File: src/rtl/psort_pkg.sv
`timescale 1ns / 1ps

package psort_pkg;

  localparam int MAX_POINTS  = 64;
  localparam int COORD_BITS  = 16;
  localparam int KEY_BITS    = 2 * COORD_BITS;
  localparam int CNT_BITS    = $clog2(MAX_POINTS + 1);
  localparam int QUEUE_DEPTH = 4;
  localparam int QPTR_BITS   = $clog2(QUEUE_DEPTH);
  localparam int QCNT_BITS   = $clog2(QUEUE_DEPTH + 1);

  typedef logic signed [COORD_BITS-1:0] coord_t;
  typedef logic [KEY_BITS-1:0]          key_t;
  typedef logic [CNT_BITS-1:0]          count_t;
  typedef logic [QPTR_BITS-1:0]         qptr_t;
  typedef logic [QCNT_BITS-1:0]         qcount_t;

  // What the back end does with a queued item
  typedef enum logic {
    OP_INSERT,
    OP_DROP
  } op_t;

  typedef struct packed {
    coord_t x;
    coord_t y;
    key_t   key;
    op_t    op;
    logic   last;
  } qentry_t;

  typedef enum logic {
    BK_COLLECT,
    BK_EMIT
  } back_state_t;

endpackage

File: src/rtl/psort_ifs.sv
`timescale 1ns / 1ps

interface psort_point_if;
  logic                 valid;
  logic                 ready;
  psort_pkg::coord_t    point_x;
  psort_pkg::coord_t    point_y;
  logic                 set_end;

  modport source (output valid, output point_x, output point_y, output set_end,
                  input ready);
  modport sink   (input valid, input point_x, input point_y, input set_end,
                  output ready);
endinterface


File: src/rtl/psort_front.sv
`timescale 1ns / 1ps

module psort_front (
  input  logic                 clk,
  input  logic                 rst,
  psort_point_if.sink          points,
  output psort_pkg::qentry_t   q_wdata,
  output logic                 q_push,
  input  logic                 q_full
);

  logic                            s_vld;
  psort_pkg::coord_t               s_x;
  psort_pkg::coord_t               s_y;
  logic [psort_pkg::KEY_BITS-1:0]  s_xx;
  logic [psort_pkg::KEY_BITS-1:0]  s_yy;
  psort_pkg::op_t                  s_op;
  logic                            s_last;
  psort_pkg::count_t               count;

  logic                                   accept;
  logic                                   full_set;
  logic signed [psort_pkg::KEY_BITS-1:0]  xe;
  logic signed [psort_pkg::KEY_BITS-1:0]  ye;
  logic signed [psort_pkg::KEY_BITS-1:0]  xx;
  logic signed [psort_pkg::KEY_BITS-1:0]  yy;

  assign q_push       = s_vld && !q_full;
  assign points.ready = !s_vld || !q_full;
  assign accept       = points.valid && points.ready;
  assign full_set     = (count == psort_pkg::count_t'(psort_pkg::MAX_POINTS));

  always_comb begin
    xe = {{psort_pkg::COORD_BITS{points.point_x[psort_pkg::COORD_BITS-1]}}, points.point_x};
    ye = {{psort_pkg::COORD_BITS{points.point_y[psort_pkg::COORD_BITS-1]}}, points.point_y};
    xx = xe * xe;
    yy = ye * ye;
  end

  // squares are registered; the sum goes straight into the queue
  always_comb begin
    q_wdata.x    = s_x;
    q_wdata.y    = s_y;
    q_wdata.key  = s_xx + s_yy;
    q_wdata.op   = s_op;
    q_wdata.last = s_last;
  end

  always_ff @(posedge clk) begin
    if (rst) begin
      s_vld <= 1'b0;
      count <= '0;
    end else begin
      if (accept) begin
        s_vld <= 1'b1;
        if (points.set_end) begin
          count <= '0;
        end else if (!full_set) begin
          count <= count + 1'b1;
        end
      end else if (q_push) begin
        s_vld <= 1'b0;
      end
    end
  end

  always_ff @(posedge clk) begin
    if (accept) begin
      s_x    <= points.point_x;
      s_y    <= points.point_y;
      s_xx   <= psort_pkg::key_t'(xx);
      s_yy   <= psort_pkg::key_t'(yy);
      s_op   <= full_set ? psort_pkg::OP_DROP : psort_pkg::OP_INSERT;
      s_last <= points.set_end;
    end
  end

endmodule

File: src/flat_wrapper.sv
// flat-port wrapper written by rule: the top's interface ports become plain ports
module psort_front_flat 
  (clk, rst, q_wdata, q_push, q_full, points_valid, points_point_x, points_point_y, points_set_end, points_ready);
  psort_point_if points_i ();
  input  logic clk;
  input  logic rst;
  output psort_pkg::qentry_t q_wdata;
  output logic q_push;
  input  logic q_full;
  input wire logic [$bits(points_i.valid)-1:0] points_valid;
  input wire logic [$bits(points_i.point_x)-1:0] points_point_x;
  input wire logic [$bits(points_i.point_y)-1:0] points_point_y;
  input wire logic [$bits(points_i.set_end)-1:0] points_set_end;
  output wire logic [$bits(points_i.ready)-1:0] points_ready;
  assign points_i.valid = points_valid;
  assign points_i.point_x = points_point_x;
  assign points_i.point_y = points_point_y;
  assign points_i.set_end = points_set_end;
  assign points_ready = points_i.ready;
  psort_front u_core (.clk(clk), .rst(rst), .points(points_i), .q_wdata(q_wdata), .q_push(q_push), .q_full(q_full));
endmodule
File: config.mk
export PLATFORM = sky130hd
export DESIGN_NAME = psort_front_flat
export DESIGN_NICKNAME = d
export VERILOG_FILES = /design/src/rtl/psort_pkg.sv /design/src/rtl/psort_ifs.sv /design/src/rtl/psort_front.sv /design/src/flat_wrapper.sv
export SDC_FILE = /design/constraint.sdc
export NUM_CORES = 1
export LEC_CHECK = 0
export BUFFER_PORTS_ARGS = -buffer_cell sky130_fd_sc_hd__buf_4
export CORE_MARGIN = 8
export CORE_UTILIZATION = 45
export CTS_CLUSTER_DIAMETER = 100
export DETAILED_ROUTE_END_ITERATION = 12
export GPL_ROUTABILITY_DRIVEN = 0
export SETUP_SLACK_MARGIN = 0.2
export SYNTH_ARGS = -nofsm -noshare
export SYNTH_HDL_FRONTEND = slang
export SYNTH_SLANG_ARGS = --single-unit
File: constraint.sdc
create_clock -name clk -period 8.5 [get_ports clk]
set_input_delay 0.85 -clock clk [delete_from_list [all_inputs] [get_ports clk]]
set_output_delay 0.85 -clock clk [all_outputs]
set_load 0.05 [all_outputs]
-- Yosys cells after proc, flatten, opt, wreduce, memory -nomap -nowiden
Cells that the tools add are included.
- register bits: 106
- input port bits: 37
- output and inout bits: 68
- logic and storage cells: 26
- add/subtract/negate cells: 2
- multipliers: 2
- equality and inequality tests: 2
- mux-type cells: 5
- reductions and logical operators: 7
- operator list (cell ; number):
    multiplier 16 x 16 -> 32 bit ; 2
    adder 32 bit ; 1
    2-to-1 mux 7 bit ; 2
    adder 7 x 1 -> 7 bit (second input constant) ; 1
    equality test 7 bit (second input constant) ; 1
    2-to-1 mux 1 bit ; 3
    logical AND 1 bit ; 2
    logical NOT 1 bit ; 2
    inequality test 2 bit (second input constant) ; 1
    AND reduction 2 bit ; 1
    nonzero test 2 bit ; 1
    logical OR 1 bit ; 1

-- Depth between registers and ports, before layout
- word-level depth: 4
- gate-level depth with buffers: 24
- gate-level depth less buffers: 23

-- Least setup slack after synthesis
No wires, ideal clock.
- kind: input-to-reg
- start point: input port points_point_x[15]
- end point: register u_core.s_xx[31] (netlist name) (data pin)
- setup time: 0.261 ns
- arrival: 6.558 ns
- data required time: 8.239 ns
- path slack: 1.681 ns
- stages on the path: 19
- buffers on the path: 2
- cells stage by stage: clkbuf_1 > clkbuf_1 > nand2_1 > fa_1 > inv_1 > fa_1 > fa_1 > fa_1 > fa_1 > inv_1 > fa_1 > inv_1 > ha_1 > a21o_1 > a221o_1 > a21o_1 > o2111ai_1 > a21oi_1 > a311o_1
- cells in the longest elaborated chain, start to end: 1
- ends and longest elaborated chain (element ; RTL line ; RTL):
    start: declaration ; flat_wrapper.sv:11 ; input wire logic [$bits(points_i.point_x)-1:0] points_point_x;
    multiplier 16 x 16 -> 32 bit ; psort_front.sv:36 ; xx = xe * xe;
    via u_core.xx, one bit ; psort_front.sv:25 ; logic signed [psort_pkg::KEY_BITS-1:0] xx;
    end signal: assignment ; psort_front.sv:71 ; s_xx <= psort_pkg::key_t'(xx);
    end: declaration ; psort_front.sv:15 ; logic [psort_pkg::KEY_BITS-1:0] s_xx;
The timed path passes the listed nets, and every way through them passes these cells.
A chain may end at the register's enable or synchronous reset.

-- Final worst setup path
Ends and elaborated chain as after synthesis.

==> summary.md <==
| Metric | Value |
|---|---|
| FF+latch count, synth | 102 |
| Final hold viol count | 0 |
| DR top layer | met4 |
| Worst Clk Skew | approximately 0.0079 ns |
| Placed Area | about 0.024 sq mm |
| Sequential area share after synthesis | between 10% and 20% |
| Final min period | approximately 7.1 ns |
| Post-synth top area cell | fa_1 |
| Syn Std Cell Area | 0.02258 sq mm |
| Number of global-route vias before repair | 17020 |
| Fraction of registers with async set/reset | 0% |
| Post-route DRC violation count | 0 |
| Die Area | 0.05759 sq mm |
| Setup crit start | points_point_x[15] |
| Status | finished clean |
| Number of synthesized flops with an enable pin | 94 |
| Core ar. | 0.04986 sq mm |
| Drt first pass iters | 5 |
| Yosys top cell area share | between 40% and 50% |
| Drt wl/cell | ~16 um |
| R2R cell count | 6 |
| Critical path's top delay family | adder cells |
| Metal3 WL | 2.325 mm |
| Num ports | 105 |
| Detailed placement HPWL | ~41 mm |
| Via density | 5.025 |
| Avg Cell Area, Syn | between 9 and 10 sq um |
| Critical-path cell list | buf_4, inv_1, nor2_1, fa_1, fa_1, fa_1, fa_1, fa_1, inv_1, fa_1, inv_1, ha_1, and3_1, a221o_1, a21o_1, o2111ai_1, a21oi_1, a311o_1 |
| Peak Freq | ~140 MHz |
| Maxcap violations | 0 |
| Iter 0 DRT Violations | between 700 and 800 |
| Setup crit end kind | flip-flop |
| Synth warnings | 0 |
| Post_cts resized | 0 |
| Crit-path max cell delay | 0.92 ns |
| Later-pin clock latency in the skew report | approximately 0.39 ns |
| CTS Root Buffer Type | clkbuf_16 |
| Top_reg_cell synth | edfxtp_1 |
| H-tree levels | 3 |
| Reg clk slew, reported paths | ~0.08 ns |
| Port Buffer Count | 104 |
| Crit Path Max Fanout | 21 |
| R2R setup slack | 6.00 ns |
| Row Count | ~80 |
| Worst path most repeated cell | fa_1 |
| Most frequent cell after synthesis | inv_1 |
| Crit path kind | primary input to flip-flop |
| Slew @ Worst Pin | about 1.1 ns |
| Worst Setup Start Kind | primary input |
| Cells taking the most area after synthesis | fa_1 (41%), edfxtp_1 (13%), ha_1 (12%) |
| Critical-path top delay cell | fa_1 |
| Syn Inst Count | around 2300 |
| Grt ovf | 0 |
| Largest net degree at the start of global routing | 79 |
| DIE HEIGHT | 240.0 um |
| WL met1 | between 20 and 25 mm |
| Reg2Reg Capture Point | u_core.count[5] |
| Cell variety after synth | 71 |
| Global-route wire length before repair | 82.75 mm |
| Routed met2 length | about 24 mm |
| Setup ws final | between 1 and 1.5 ns |
| Syn_nets | 3029 |
| Final setup violating endpoints | 0 |
| Number of buffers inserted by hold repair at cts | 0 |
| Critical Path AT | just over 7 ns |
| Relative slew slack | between 20% and 30% |
| Pre-CTS WS | roughly 1 ns |
| Area delta synth->final | 7.698% |
| # clock sinks | a little over 100 |
| Initial Utilization | 45.28% |
| Via count | 15340 |
| Clock buffer depth | 2 |
| CP Buf/Inv Count | 4 |
| Total wire length | a little under 50 mm |
| Origin of the critical flop-to-flop path | u_core.s_vld |
| Nets | around 3000 |
| RSZ-0062 raised after global routing | no |
| Final instance area | 0.02431 sq mm |
| DRT antenna net count | 0 |
| Worst min-delay path category | flip-flop to flip-flop |
| Share of layout cells above drive strength 1 | just under 7% |
| Number of setup buffers added after CTS | 0 |
| CTS tree | yes |
| Period utilisation layout | between 80% and 90% |
| WP data required | about 8.6 ns |
| Most instantiated cells after synthesis | inv_1 (669), fa_1 (467), ha_1 (211) |
| Crit path to | u_core.s_xx[31] |
| # fillers | 4713 |
| TritonCTS Buffers | 9 |
| Diode count | 0 |
| Final hold slack | slightly above 0.5 ns |
| Initial antenna violation count | 0 |
| Final setup TNS | 0 ns |
| CP Depth | 18 |
| Max-slew violation count | 0 |
| Total Routing Usage GR | roughly 18% |
| Die Width | approximately 240 um |
[worst register-to-register path: stages (launching register included)]
cell	delay, ns
dfxtp_1	0.32
nand2_1	0.08
and2_4	0.36
buf_4	0.86
nand4_1	0.28
or3_1	0.40
a21oi_1	0.13
[cell families after synthesis]
logic type / after synthesis / share of synthesized area, %
AOI/OAI and AO/OA: 217 / 7.016
xor gates and xnor gates: 115 / 4.461
adders and majority gates: 678 / 53.10
buffers and inverters: 723 / 12.09
DFF: 102 / 13.21
muxes: 2 / 0.08868
and+or+nand+nor: 477 / 10.03
[through the flow]
stage / utilization [%] / cells
after global placement: 48.11 / 3037
after detailed placement: 48.11 / 3037
after global routing: 48.76 / 3053
after floorplan: - / 2314
after CTS: 48.76 / 3053
final: 48.76 / 3053
[cell usage in the layout (no fill, tap or decap), types with 3 or more instances in the layout]
cell	count
a31o_2	9
o21ai_0	23
o21ai_1	5
nand4_1	13
nand3_1	11
xnor2_1	83
a21oi_2	6
a311o_1	4
nand3b_1	3
a221o_1	4
o31ai_1	6
or2_2	7
inv_1	669
and4_1	3
buf_4	105
ha_1	211
a21o_1	30
o211ai_1	4
or3_1	6
nand2b_1	13
o21a_1	5
nand2_1	175
nor4_1	7
nor3_1	14
fa_1	467
a211oi_1	5
xor2_1	32
a41o_1	3
a31oi_1	7
a21oi_1	58
nor2_1	116
clkbuf_16	9
edfxtp_1	94
a211oi_2	3
and2_1	75
dfxtp_1	8
and3_1	12
o21bai_1	14
nor2b_1	11
[flip-flops by register name, summed over array words and instances (netlist names)]
name	flops
u_core.s_y	15
u_core.s_xx	31
u_core.s_x	15
u_core.s_yy	31
u_core.count	7
u_core.s_op	1
u_core.s_last	1
u_core.s_vld	1
[how the worst min path moves through the flow]
stage | cells after the start | from | endpoint | slack, ns
after floorplan | 2 | u_core.s_vld | u_core.s_vld | 0.47
after CTS | 2 | u_core.s_vld | u_core.s_vld | 0.52
after global placement | 2 | u_core.s_vld | u_core.s_vld | 0.48
after detailed placement | 2 | u_core.s_vld | u_core.s_vld | 0.50
final | 2 | u_core.s_vld | u_core.s_vld | 0.51
after global routing | 2 | u_core.s_vld | u_core.s_vld | 0.56
[layer usage]
metal / up-vias / track usage [%]
li1: 7134 / -
met1: 7816 / 23.39
met2: 332 / 31.05
met3: 59 / 2.464
met4: 0 / 4.724
met5: - / 0
[final cells by class]
class / count / area, sq um / share of cell area (%)
Clock buffer: 10 / 229.0 / 0.9417
Sequential cell: 102 / 2983 / 12.27
Tap cell: 672 / 840.8 / 3.458
Timing Repair Buffer: 105 / 788.3 / 3.242
Inverter: 669 / 2511 / 10.33
Multi-Input combinational cell: 1489 / 16870 / 69.37
Clock inverter: 6 / 95.09 / 0.3911
Power is left out: the tool's default activity adds up to more than one toggle a clock period on the data nets, which glitch-free logic cannot reach.
