==> src/rtl/psort_pkg.sv <==
`timescale 1ns / 1ps

package psort_pkg;

  localparam int MAX_POINTS  = 64;
  localparam int COORD_BITS  = 16;
  localparam int KEY_BITS    = 2 * COORD_BITS;
  localparam int CNT_BITS    = $clog2(MAX_POINTS + 1);
  localparam int QUEUE_DEPTH = 4;
  localparam int QPTR_BITS   = $clog2(QUEUE_DEPTH);
  localparam int QCNT_BITS   = $clog2(QUEUE_DEPTH + 1);

  typedef logic signed [COORD_BITS-1:0] coord_t;
  typedef logic [KEY_BITS-1:0]          key_t;
  typedef logic [CNT_BITS-1:0]          count_t;
  typedef logic [QPTR_BITS-1:0]         qptr_t;
  typedef logic [QCNT_BITS-1:0]         qcount_t;

  // What the back end does with a queued item
  typedef enum logic {
    OP_INSERT,
    OP_DROP
  } op_t;

  typedef struct packed {
    coord_t x;
    coord_t y;
    key_t   key;
    op_t    op;
    logic   last;
  } qentry_t;

  typedef enum logic {
    BK_COLLECT,
    BK_EMIT
  } back_state_t;

endpackage

==> src/rtl/psort_queue.sv <==
`timescale 1ns / 1ps

module psort_queue (
  input  logic                 clk,
  input  logic                 rst,
  input  logic                 push,
  input  psort_pkg::qentry_t   wdata,
  output logic                 full,
  output logic                 rd_valid,
  output psort_pkg::qentry_t   rdata,
  input  logic                 pop
);

  psort_pkg::qentry_t  entries [psort_pkg::QUEUE_DEPTH];
  psort_pkg::qptr_t    wr_ptr;
  psort_pkg::qptr_t    rd_ptr;
  psort_pkg::qcount_t  fill;

  assign full     = (fill == psort_pkg::qcount_t'(psort_pkg::QUEUE_DEPTH));
  assign rd_valid = (fill != '0);
  assign rdata    = entries[rd_ptr];

  always_ff @(posedge clk) begin
    if (rst) begin
      wr_ptr <= '0;
      rd_ptr <= '0;
      fill   <= '0;
    end else begin
      if (push) begin
        wr_ptr <= wr_ptr + 1'b1;
      end
      if (pop) begin
        rd_ptr <= rd_ptr + 1'b1;
      end
      if (push && !pop) begin
        fill <= fill + 1'b1;
      end else if (pop && !push) begin
        fill <= fill - 1'b1;
      end
    end
  end

  always_ff @(posedge clk) begin
    if (push) begin
      entries[wr_ptr] <= wdata;
    end
  end

endmodule

==> config.mk <==
export PLATFORM = sky130hd
export DESIGN_NAME = psort_queue
export DESIGN_NICKNAME = d
export VERILOG_FILES = /design/src/rtl/psort_pkg.sv /design/src/rtl/psort_queue.sv
export SDC_FILE = /design/constraint.sdc
export NUM_CORES = 1
export LEC_CHECK = 0
export BUFFER_PORTS_ARGS = -buffer_cell sky130_fd_sc_hd__clkbuf_2
export CAP_MARGIN = 20
export CELL_PAD_IN_SITES_DETAIL_PLACEMENT = 2
export CELL_PAD_IN_SITES_GLOBAL_PLACEMENT = 2
export CORE_MARGIN = 2
export CORE_UTILIZATION = 48
export DETAILED_ROUTE_END_ITERATION = 12
export MAX_ROUTING_LAYER = met4
export PLACE_DENSITY = 0.84
export SLEW_MARGIN = 20
export SYNTH_ARGS = -nofsm -noshare
export SYNTH_HDL_FRONTEND = slang
export SYNTH_SLANG_ARGS = --single-unit
==> constraint.sdc <==
create_clock -name clk -period 6.3 [get_ports clk]
set_input_delay 0.315 -clock clk [delete_from_list [all_inputs] [get_ports clk]]
set_output_delay 0.315 -clock clk [all_outputs]
set_load 0.01 [all_outputs]
# ---- Word-level counts from Yosys, hierarchy flattened
# Memory sizes are Yosys's and may differ from the RTL's. A register that Yosys moved wholly into a read port is not among the register bits.
# Cells that the tools add are included.
dict set report totals {
  memories 1
  mem_bits_rw 264
  input_bits 70
  out_inout_bits 68
  reg_bits 7
}
# name depth width rd rd_clocked_by_memory_dff write_ports line_no
set mem_list {}
lappend mem_list {entries 4 66 1 1 1 psort_queue.sv:14} ;# psort_pkg::qentry_t entries [psort_pkg::QUEUE_DEPTH];
dict set report op_classes {
  reduce_logical 6
  n_addsub 4
  eq_ne 1
  n_mux 6
}
# op count
set op_table {}
lappend op_table {{3-bit two-way mux} 2}
lappend op_table {{2-bit by 1-bit adder with 2-bit output (second input constant)} 2}
lappend op_table {{2-bit two-way mux} 2}
lappend op_table {{3-bit by 1-bit adder with 3-bit output (second input constant)} 1}
lappend op_table {{3-bit == test (second input constant)} 1}
lappend op_table {{3-bit nonzero test} 1}
lappend op_table {{3-bit by 1-bit subtractor with 3-bit output (second input constant)} 1}
lappend op_table {{1-bit logical AND} 2}
lappend op_table {{1-bit logical NOT} 2}
lappend op_table {{1-bit two-way mux} 2}
lappend op_table {{2-bit nonzero test} 1}

# ---- Depth between registers and ports, before layout
# Gate-level depths: netlist (run 1).
dict set report depth {
  ltp_word 4
  mapped_depth 7
  mapped_depth_nobuf 7
}

# ---- Worst setup path after synthesis (run 1)
# No wires, ideal clock.
dict set report synth_path {
  path_kind {register to register}
  startpoint {reg wr_ptr[0]}
  endpoint {mem entries[0][0] in the netlist's numbering, enable pin}
  period_less_slack_ns 2.523
  slack_ns 3.777
  stages_incl_launch_ff 4
  n_path_buf 0
  arrival_time_ns 2.093
  cell_sequence {dfxtp_1 -> inv_1 -> ha_1 -> and2_1}
}
# element line_no
set synth_rtl {}
lappend synth_rtl {{start: declaration} psort_queue.sv:15} ;# psort_pkg::qptr_t wr_ptr;
lappend synth_rtl {{start signal: assignment} psort_queue.sv:30} ;# wr_ptr <= wr_ptr + 1'b1;
lappend synth_rtl {{end: declaration} psort_queue.sv:14}
# Straight into the memory's write port.

==> flow_summary.json, run 1 <==
{
  "place_area_um2": 10900,
  "synth-seq-cells": 273,
  "p_leak_uw": 0.00415,
  "async_reset_ff_share_pct": 0,
  "clk_pin_slew_ps": 70,
  "grt_pass1_vias": 5445,
  "die_area_um2": 21900,
  "syn_nets": 464,
  "drcViolationCount": 0,
  "core_area_um2": 20300,
  "met2_length_um": 13600,
  "yosys_warnings": 0,
  "cp.depth": 3,
  "antenna_found_initial": 3,
  "highest_layer": "met4",
  "post_cts_resized": 0,
  "drt_iter0_markers": 278,
  "htree_num_levels": 1,
  "end_kind": "output port",
  "hold_violations": 0,
  "cap_violations": 0,
  "relSlewSlack_pct": 29.3,
  "crit_fanout": 41,
  "n_fill_cell": 1668,
  "firstDrtPassIters": 4,
  "fin_crit_sh_pct": 50.2,
  "fin_crit_ps": 3160,
  "fin_nets": 643,
  "synthFlopType": "edfxtp_1",
  "dp_hpwl_um": 14300,
  "vias": 4836,
  "layout_setup_ws_ps": 3140,
  "setup_violations": 0,
  "peakVddDrop_v": 0.000239,
  "numPortBuffers": 137,
  "hold_path_depth": 1,
  "critical_path.top_delay_family": "buffers and inverters",
  "yosysUniqueCellTypes": 20,
  "synth.yosys.seq_area_share_pct": 81.5,
  "start_kind": "flip-flop",
  "cts_hold_buffers": 25,
  "syn_area_um2": 9950,
  "rsz0062_at_grt": "no",
  "detail-route-antenna-nets": 0,
  "pwr_density_cell_nw_per_um2": 356,
  "pre_cts_ws_ps": 3640,
  "drive_gt1_share_pct": 42.9,
  "grt_use_total_pct": 25.2,
  "wl_per_cell_um": 30.3,
  "overflow": 0,
  "crit_slowest_cell": "buf_4",
  "cts_buffer_depth": 3,
  "cp_data_required_time_ps": 5980,
  "wl_met3_um": 1240,
  "max_slew.worst_pin.slew_ps": 1060,
  "clock.fmax_mhz": 316,
  "cts_root_buf": "clkbuf_16",
  "grt_pass1_wl_um": 38300,
  "cp_slowest_stage_delay_ps": 750,
  "numClockSinks": 273,
  "avgSynthCellArea_um2": 25.6,
  "wl_met1_um": 10800,
  "initial_core_util_pct": 49.0,
  "rows": 52,
  "yosys-top-cells-count": "264 x edfxtp_1, 66 x mux4_2, 9 x dfxtp_1",
  "yosysTopAreaCell": "edfxtp_1",
  "netlist_instances": 388,
  "die_x_um": 148,
  "synth.area.top_cells": "edfxtp_1 80%, mux4_2 15%, dfxtp_1 1.8%",
  "crit_type": "reg -> out",
  "area_growth_pct": 21.8,
  "grt_max_degree": 67,
  "tritoncts": "yes",
  "critical_path.cell_chain": "buf_4 -> mux4_2 -> clkbuf_2",
  "cts_buffers": 28,
  "crit_buf_inv": 2,
  "viasPerCell": 5.63,
  "maxSlewViolCount": 0,
  "pin_count": 138,
  "fin_skew_ps": 18.0,
  "whs_ps": 14.1,
  "synth_most_common_cell": "edfxtp_1",
  "critical_path_arrival_ps": 2850,
  "fin_setup_tns_ps": 0,
  "clkLatencyLatePin_ps": 540,
  "gp_congestion": 0.679,
  "dpl.cell_count": 781,
  "fin_area_um2": 12100,
  "wirelength_um": 26100,
  "yosys.area.top_type_share_pct": 79.7,
  "worst_r2r_path_depth": 2,
  "fp.dieH_um": 148,
  "post_cts_buffers": 0,
  "holdCritPathClass": "in -> reg",
  "final-instance-count-excl-fill": 859,
  "status": "finished clean",
  "synth-edff-count": 264
}
==> placed cells by master, fill, tap and decap left out, types with 2 or more instances in the layout <==
| cell | count |
|---|---|
| xnor2_1 | 2 |
| dfxtp_4 | 2 |
| clkbuf_16 | 28 |
| clkbuf_2 | 137 |
| and2_4 | 4 |
| ha_1 | 5 |
| xor2_1 | 3 |
| bufinv_16 | 5 |
| mux2i_1 | 2 |
| clkinv_1 | 3 |
| edfxtp_1 | 264 |
| diode_2 | 2 |
| dlygate4sd3_1 | 26 |
| or3_1 | 2 |
| nor2_1 | 7 |
| dfxtp_1 | 7 |
| mux4_2 | 66 |
| clkbuf_8 | 3 |
| clkbuf_1 | 5 |
| inv_1 | 4 |
| clkinv_2 | 5 |
==> per-layer routing <==
layer	GRT usage, %	vias to the layer above
met4	3.95	0
met5	-	-
met2	42.6	182
li1	-	2005
met1	33.4	2614
met3	4.29	35
==> logic make-up after synthesis <==
| family | share of synthesized area (%) |
|---|---|
| flops | 81.5 |
| mux | 15.1 |
| buf+inv | 1.23 |
| simple gates | 0.755 |
| fa+ha+maj | 0.830 |
| xor+xnor | 0.440 |
| compound gates | 0.101 |
==> cell type report <==
cell class                 instances  area (µm²)  area share, %
sequential                       273        8120           67.0
multi-input combinational         96        1730           14.3
timing repair buffer             164         953           7.87
clock buffer                      36         761           6.28
tap                              270         338           2.79
clock inverter                    14         203           1.67
inverter                           4        15.0          0.124
antenna                            2        5.00         0.0413
==> power by group <==
group / internal (µW) / leakage (µW) / switching [µW]
combinational: 179 / 0.00118 / 209
clock: 1060 / 0.000474 / 719
sequential: 2090 / 0.00250 / 60.8
==> stage by stage <==
step	utilization (%)	power, µW
after floorplan	-	2380
after global placement	53.6	2520
after detailed placement	53.6	2550
after CTS	59.6	4330
after global routing	59.7	4420
final	59.7	4310
==> path summary, 6_finish.rpt <==
kind                               start  slack [ps]                  endpoint
setup / recovery               flip-flop        3140                 rdata[26]
hold / removal                 wdata[48]          10  entries[1][48]$_DFFE_PP_
setup reg to reg  wr_ptr[0]$_SDFFE_PP0P_        4370  entries[1][34]$_DFFE_PP_
hold reg to reg     fill[2]$_SDFFE_PP0P_         570      fill[2]$_SDFFE_PP0P_
==> sequential cells by signal (all words and copies together) (netlist names), named ones only <==
| name | cells |
|---|---|
| entries | 264 |
| fill | 3 |
| wr_ptr | 2 |
| rd_ptr | 2 |
Note: power is estimated with default switching activity, not from simulation.
==> run 2: changes to the inputs <==
--- a/config.mk
+++ b/config.mk
@@ -10,10 +10,10 @@
 export CELL_PAD_IN_SITES_DETAIL_PLACEMENT = 2
 export CELL_PAD_IN_SITES_GLOBAL_PLACEMENT = 2
 export CORE_MARGIN = 2
-export CORE_UTILIZATION = 48
+export CORE_UTILIZATION = 40
 export DETAILED_ROUTE_END_ITERATION = 12
 export MAX_ROUTING_LAYER = met4
-export PLACE_DENSITY = 0.84
+export PLACE_DENSITY = 0.74
 export SLEW_MARGIN = 20
 export SYNTH_ARGS = -nofsm -noshare
 export SYNTH_HDL_FRONTEND = slang
==> constraint.sdc (replaced) <==
create_clock -name clk -period 2.7 [get_ports clk]
set_input_delay 0.135 -clock clk [delete_from_list [all_inputs] [get_ports clk]]
set_output_delay 0.135 -clock clk [all_outputs]
set_load 0.01 [all_outputs]
==> run 2 against run 1 <==
Against the previous run:
- power grew 130%
- critical path type unchanged
- via count grew 0.33%
- register-to-register slack lost 3500 ps
- highest routed layer unchanged
- sequential share of layout area shrank 3.4 points
- cell area grew 5.4%
- final cell count grew 14%
- critical endpoint is now rdata[55]
- worst setup slack lost 2700 ps
==> flow_summary.json, run 2 (synthesized netlist as in run 1, its figures left out) <==
{
  "cts_buffer_depth": 3,
  "grt_pass1_vias": 5657,
  "cts_buffers": 30,
  "area_growth_pct": 28.3,
  "crit_slowest_cell": "dfxtp_4",
  "core_area_um2": 24400,
  "fin_setup_tns_ps": 0,
  "p_leak_uw": 0.00442,
  "initial_core_util_pct": 40.8,
  "fin_skew_ps": 7.16,
  "holdCritPathClass": "in -> reg",
  "fin_crit_sh_pct": 84.8,
  "p_int_uw": 7620,
  "vias": 4852,
  "numClockSinks": 273,
  "power.share.combinational_pct": 10.1,
  "clk_pin_slew_ps": 60,
  "tritoncts": "yes",
  "critical_path_arrival_ps": 2150,
  "crit_type": "reg -> out",
  "wl_per_cell_um": 22.8,
  "detail-route-antenna-nets": 0,
  "layout_setup_ws_ps": 411,
  "crit_fanout": 18,
  "clkLatencyLatePin_ps": 540,
  "n_fill_cell": 2160,
  "clock.fmax_mhz": 437,
  "drive_gt1_share_pct": 41.0,
  "htree_num_levels": 1,
  "grt_pass1_wl_um": 34700,
  "final_cell_mix": "264 x edfxtp_1, 137 x clkbuf_2, 70 x dlygate4sd3_1",
  "critical_path.cell_chain": "buf_4 -> mux4_2 -> clkbuf_2",
  "fp.dieH_um": 162,
  "p_switching_uw": 2190,
  "overflow": 0,
  "maxSlewViolCount": 0,
  "pwr_density_cell_nw_per_um2": 768,
  "hold_violations": 0,
  "antenna_cells": 0,
  "min_from": "wdata[0]",
  "largest_reg_flops": 264,
  "pwr-share-seq_pct": 50.6,
  "antenna_found_initial": 0,
  "dp_hpwl_um": 14300,
  "rows": 57,
  "start_kind": "flip-flop",
  "clock_power_share_pct": 39.3,
  "numPortBuffers": 137,
  "viasPerCell": 4.97,
  "grt_use_total_pct": 18.3,
  "pin_count": 138,
  "status": "finished clean",
  "cts_root_buf": "clkbuf_16",
  "switching_share_pct": 22.3,
  "drcViolationCount": 0,
  "final_util_pct": 52.3,
  "r2r_start": "wr_ptr[0]$_SDFFE_PP0P_",
  "largestRegisters": "entries (264), fill (3)",
  "gp_congestion": 0.682,
  "wirelength_um": 22300,
  "cp_data_required_time_ps": 2570,
  "die_x_um": 162,
  "max_slew.worst_pin.slew_ps": 621,
  "die_area_um2": 26100,
  "peakVddDrop_v": 0.000418,
  "fin_crit_ps": 2290,
  "relSlewSlack_pct": 58.6,
  "grt_max_degree": 40,
  "rsz0062_at_grt": "no",
  "regMostFlops": "entries",
  "end_kind": "output port",
  "cap_violations": 0,
  "fin_nets": 705,
  "cp_slowest_stage_delay_ps": 610,
  "setup_violations": 0,
  "post_cts_buffers": 0,
  "firstDrtPassIters": 4,
  "pre_cts_ws_ps": 887,
  "drt_iter0_markers": 297,
  "final_common_cell": "edfxtp_1"
}
[run 2: timing repair]
| item | CTS | global route |
|---|---|---|
| gates resized for setup | 0 | 0 |
| setup endpoints to repair | 0 | 0 |
| endpoints found under the hold margin | 273 | 0 |
| hold buffers | 70 | 0 |
[run 2: power by group through the flow]
stage / Combinational (µW) / Sequential (µW) / Clock, µW
after CTS: 1010 / 4970 / 3960
after global placement: 886 / 5030 / 0
after detailed placement: 929 / 5060 / 0
after global routing: 1080 / 4990 / 4120
final: 989 / 4970 / 3850
after floorplan: 547 / 5000 / 0
[run 2: cell type report]
class,count,area [µm²],share of cell area [%]
timing repair buffer,224,1560,12.3
sequential,273,8120,63.6
tap,324,405,3.18
inverter,4,15.0,0.118
clock buffer,34,787,6.16
clock inverter,22,153,1.20
multi-input combinational,96,1730,13.5
[run 2: critical path: cells and delay by family (launching register included)]
family	cells	cell delay (ps)
flops	1	610
mux	1	540
buf+inv	2	470
[run 2: per-stage QoR]
step | instance area, µm² | power, µW | hold slack (ps) | std cells
finish | 12800 | 9810 | 365 | 977
CTS | 12800 | 9940 | 333 | 977
floorplan | 9950 | 5550 | 234 | 388
detailed placement | 11100 | 5990 | 358 | 851
global placement | 11100 | 5920 | 348 | 851
global route | 12800 | 10200 | 358 | 977
[run 2: path summary, 6_finish.rpt]
check / endpoint / slack [ps] / cells after the start
worst max register to register: entries[0][56]$_DFFE_PP_ / 920 / 4
worst min register to register: fill[2]$_SDFFE_PP0P_ / 520 / 2
worst min-delay path: entries[2][0]$_DFFE_PP_ / 360 / 2
worst max-delay path: rdata[55] / 410 / 3
[run 2: routing by layer]
metal	routed length (µm)	global-route usage [%]
met1	9160	22.1
met2	11800	32.5
met3	983	3.27
met4	313	3.70
met5	0	-
==> run 3: changes to the inputs <==
--- a/config.mk
+++ b/config.mk
@@ -10,10 +10,10 @@
 export CELL_PAD_IN_SITES_DETAIL_PLACEMENT = 2
 export CELL_PAD_IN_SITES_GLOBAL_PLACEMENT = 2
 export CORE_MARGIN = 2
-export CORE_UTILIZATION = 40
+export CORE_UTILIZATION = 45
 export DETAILED_ROUTE_END_ITERATION = 12
 export MAX_ROUTING_LAYER = met4
-export PLACE_DENSITY = 0.74
+export PLACE_DENSITY = 0.79
 export SLEW_MARGIN = 20
 export SYNTH_ARGS = -nofsm -noshare
 export SYNTH_HDL_FRONTEND = slang
==> constraint.sdc (replaced) <==
create_clock -name clk -period 2.3 [get_ports clk]
set_input_delay 0.115 -clock clk [delete_from_list [all_inputs] [get_ports clk]]
set_output_delay 0.115 -clock clk [all_outputs]
set_load 0.01 [all_outputs]
==> run 3 against run 2 <==
Against the previous run:
- sequential power increased by 18%
- flip-flop and latch count did not move
- critical path type unchanged
- critical endpoint is now rdata[49]
- clock power increased by 22%
- sequential share of layout area rose by 0.12 points
- global-route usage rose by 7.2 points
- cell area fell by 0.19%
- via count grew 4.5%
- highest routed layer unchanged
- routed wire length up 27%
- critical path depth unchanged
- clock skew increased by 7.9 ps
- utilization increased by 6.2 points
- worst setup slack lost 300 ps
==> flow_summary.json, run 3 (synthesized netlist as in run 1, its figures left out) <==
{
  "status": "finished clean",
  "drcViolationCount": 0,
  "fin_crit_ps": 2180,
  "grt_use_met1_pct": 32.7,
  "relSlewSlack_pct": 71.5,
  "grt_use_met3_pct": 3.16,
  "clock_power_share_pct": 39.8,
  "cp_slowest_stage_delay_ps": 570,
  "antenna_found_initial": 3,
  "crit_type": "reg -> out",
  "power.share.combinational_pct": 10.6,
  "detail-route-antenna-nets": 0,
  "final_cell_mix": "264 x edfxtp_1, 137 x clkbuf_2, 69 x dlygate4sd3_1",
  "numClockSinks": 273,
  "htree_num_levels": 1,
  "drt_iter0_markers": 353,
  "critical_path.cell_chain": "buf_12 -> mux4_2 -> clkbuf_2",
  "grt_max_degree": 40,
  "n_fill_cell": 1773,
  "critical_path.top_delay_family": "multiplexers",
  "peakVddDrop_v": 0.000615,
  "setup_violations": 0,
  "crit_slowest_cell": "mux4_2",
  "place_area_um2": 11100,
  "r2r_slack_ps": 670,
  "viasPerCell": 5.47,
  "fin_skew_ps": 15.1,
  "largest_reg_flops": 264,
  "fin_area_um2": 12700,
  "holdCritPathClass": "in -> reg",
  "wl_per_cell_um": 30.5,
  "dp_hpwl_um": 15600,
  "max_slew.worst_pin.slew_ps": 428,
  "post_cts_resized": 0,
  "pre_cts_ws_ps": 597,
  "tritoncts": "yes",
  "largestRegisters": "entries (264), fill (3)",
  "firstDrtPassIters": 4,
  "drive_gt1_share_pct": 41.3,
  "final-instance-count-excl-fill": 927,
  "cp_data_required_time_ps": 2180,
  "cap_violations": 0,
  "clock.fmax_mhz": 458,
  "crit_fanout": 21,
  "seq_area_um2": 8120,
  "grt_pass1_vias": 5789,
  "fin_setup_tns_ps": 0,
  "die_area_um2": 23300,
  "p_switching_uw": 2790,
  "overflow": 0,
  "hold_violations": 0,
  "busiest_layer": "met2",
  "rows": 54,
  "gp_congestion": 0.703,
  "die_x_um": 153,
  "r2r_start": "wr_ptr[1]$_SDFFE_PP0P_",
  "crit_buf_inv": 2,
  "final_common_cell": "edfxtp_1",
  "multi_input_area_um2": 1730,
  "antenna_cells": 0,
  "regMostFlops": "entries",
  "critical_path_arrival_ps": 2070,
  "core_area_um2": 21800,
  "min_from": "push",
  "rsz0062_at_grt": "no",
  "fin_nets": 701,
  "cts_buffers": 29,
  "dpl.cell_count": 805,
  "p_int_uw": 9000,
  "numPortBuffers": 137,
  "pin_count": 138,
  "p_leak_uw": 0.00442,
  "end_kind": "output port",
  "switching_share_pct": 23.7,
  "pwr-share-seq_pct": 49.6,
  "fin_crit_sh_pct": 95.0,
  "layout_setup_ws_ps": 116,
  "vias": 5069,
  "cts_buffer_depth": 3,
  "clkLatencyLatePin_ps": 540,
  "pwr_density_cell_nw_per_um2": 925,
  "area_growth_pct": 28.1,
  "maxSlewViolCount": 0,
  "start_kind": "flip-flop",
  "grt_pass1_wl_um": 41700,
  "clk_pin_slew_ps": 70,
  "grt_use_total_pct": 25.5,
  "fp.dieH_um": 153,
  "initial_core_util_pct": 45.7,
  "final_util_pct": 58.6,
  "grt_use_met2_pct": 44.9,
  "cts_root_buf": "clkbuf_16",
  "wirelength_um": 28300
}
==> run 3: cell types whose count changed in the layout (fill, tap and decap cells not counted), sizes merged <==
cell / change
inv: +1
dlygate4sd3: -1
buf: -2
clkbuf: +6
clkinv: -10
==> run 3: metrics by stage <==
| step | total power (µW) | hold slack, ps |
|---|---|---|
| final | 11800 | 25.1 |
| after global routing | 12100 | 46.5 |
| after CTS | 11800 | 5.75 |
| after detailed placement | 7070 | 335 |
| after global placement | 6960 | 329 |
| after floorplan | 6500 | 214 |
==> run 3: final cells by class <==
class	count	share of cell area, %
inverter	4	0.118
tap	280	2.75
sequential	273	63.7
clock buffer	40	6.41
multi-input combinational	96	13.6
timing repair buffer	221	12.6
clock inverter	13	0.913
==> run 3: tightest hold or removal path: stages <==
cell      delay (ps)
clkbuf_2         190
mux2i_1          120
nor2_1           110
==> run 3: power groups by stage <==
stage | registers (µW) | clock network, µW | logic [µW]
2_1_floorplan | 5860 | 0 | 643
3_3_place_gp | 5890 | 0 | 1070
3_5_place_dp | 5930 | 0 | 1130
4_1_cts | 5840 | 4730 | 1260
5_1_grt | 5860 | 4930 | 1340
6_report | 5850 | 4690 | 1250
==> run 3: path summary, 6_finish.rpt <==
kind                              endpoint  depth (start not counted)
setup / recovery                 rdata[49]                          3
hold / removal      wr_ptr[1]$_SDFFE_PP0P_                          3
setup reg to reg  entries[1][38]$_DFFE_PP_                          4
hold reg to reg                  flip-flop                          2
==> run 3: repair_timing <==
action	in CTS	in global routing
buffers inserted	0	0
hold buffers	69	0
hold endpoints to repair	273	0
==> run 3: routing by layer <==
metal / wire length (µm) / share of wire (%) / up-vias
li1: - / - / 2129
met1: 11200 / 40 / 2713
met2: 15300 / 54 / 194
met3: 1340 / 4.7 / 33
met4: 416 / 1.5 / 0
met5: 0 / 0 / -
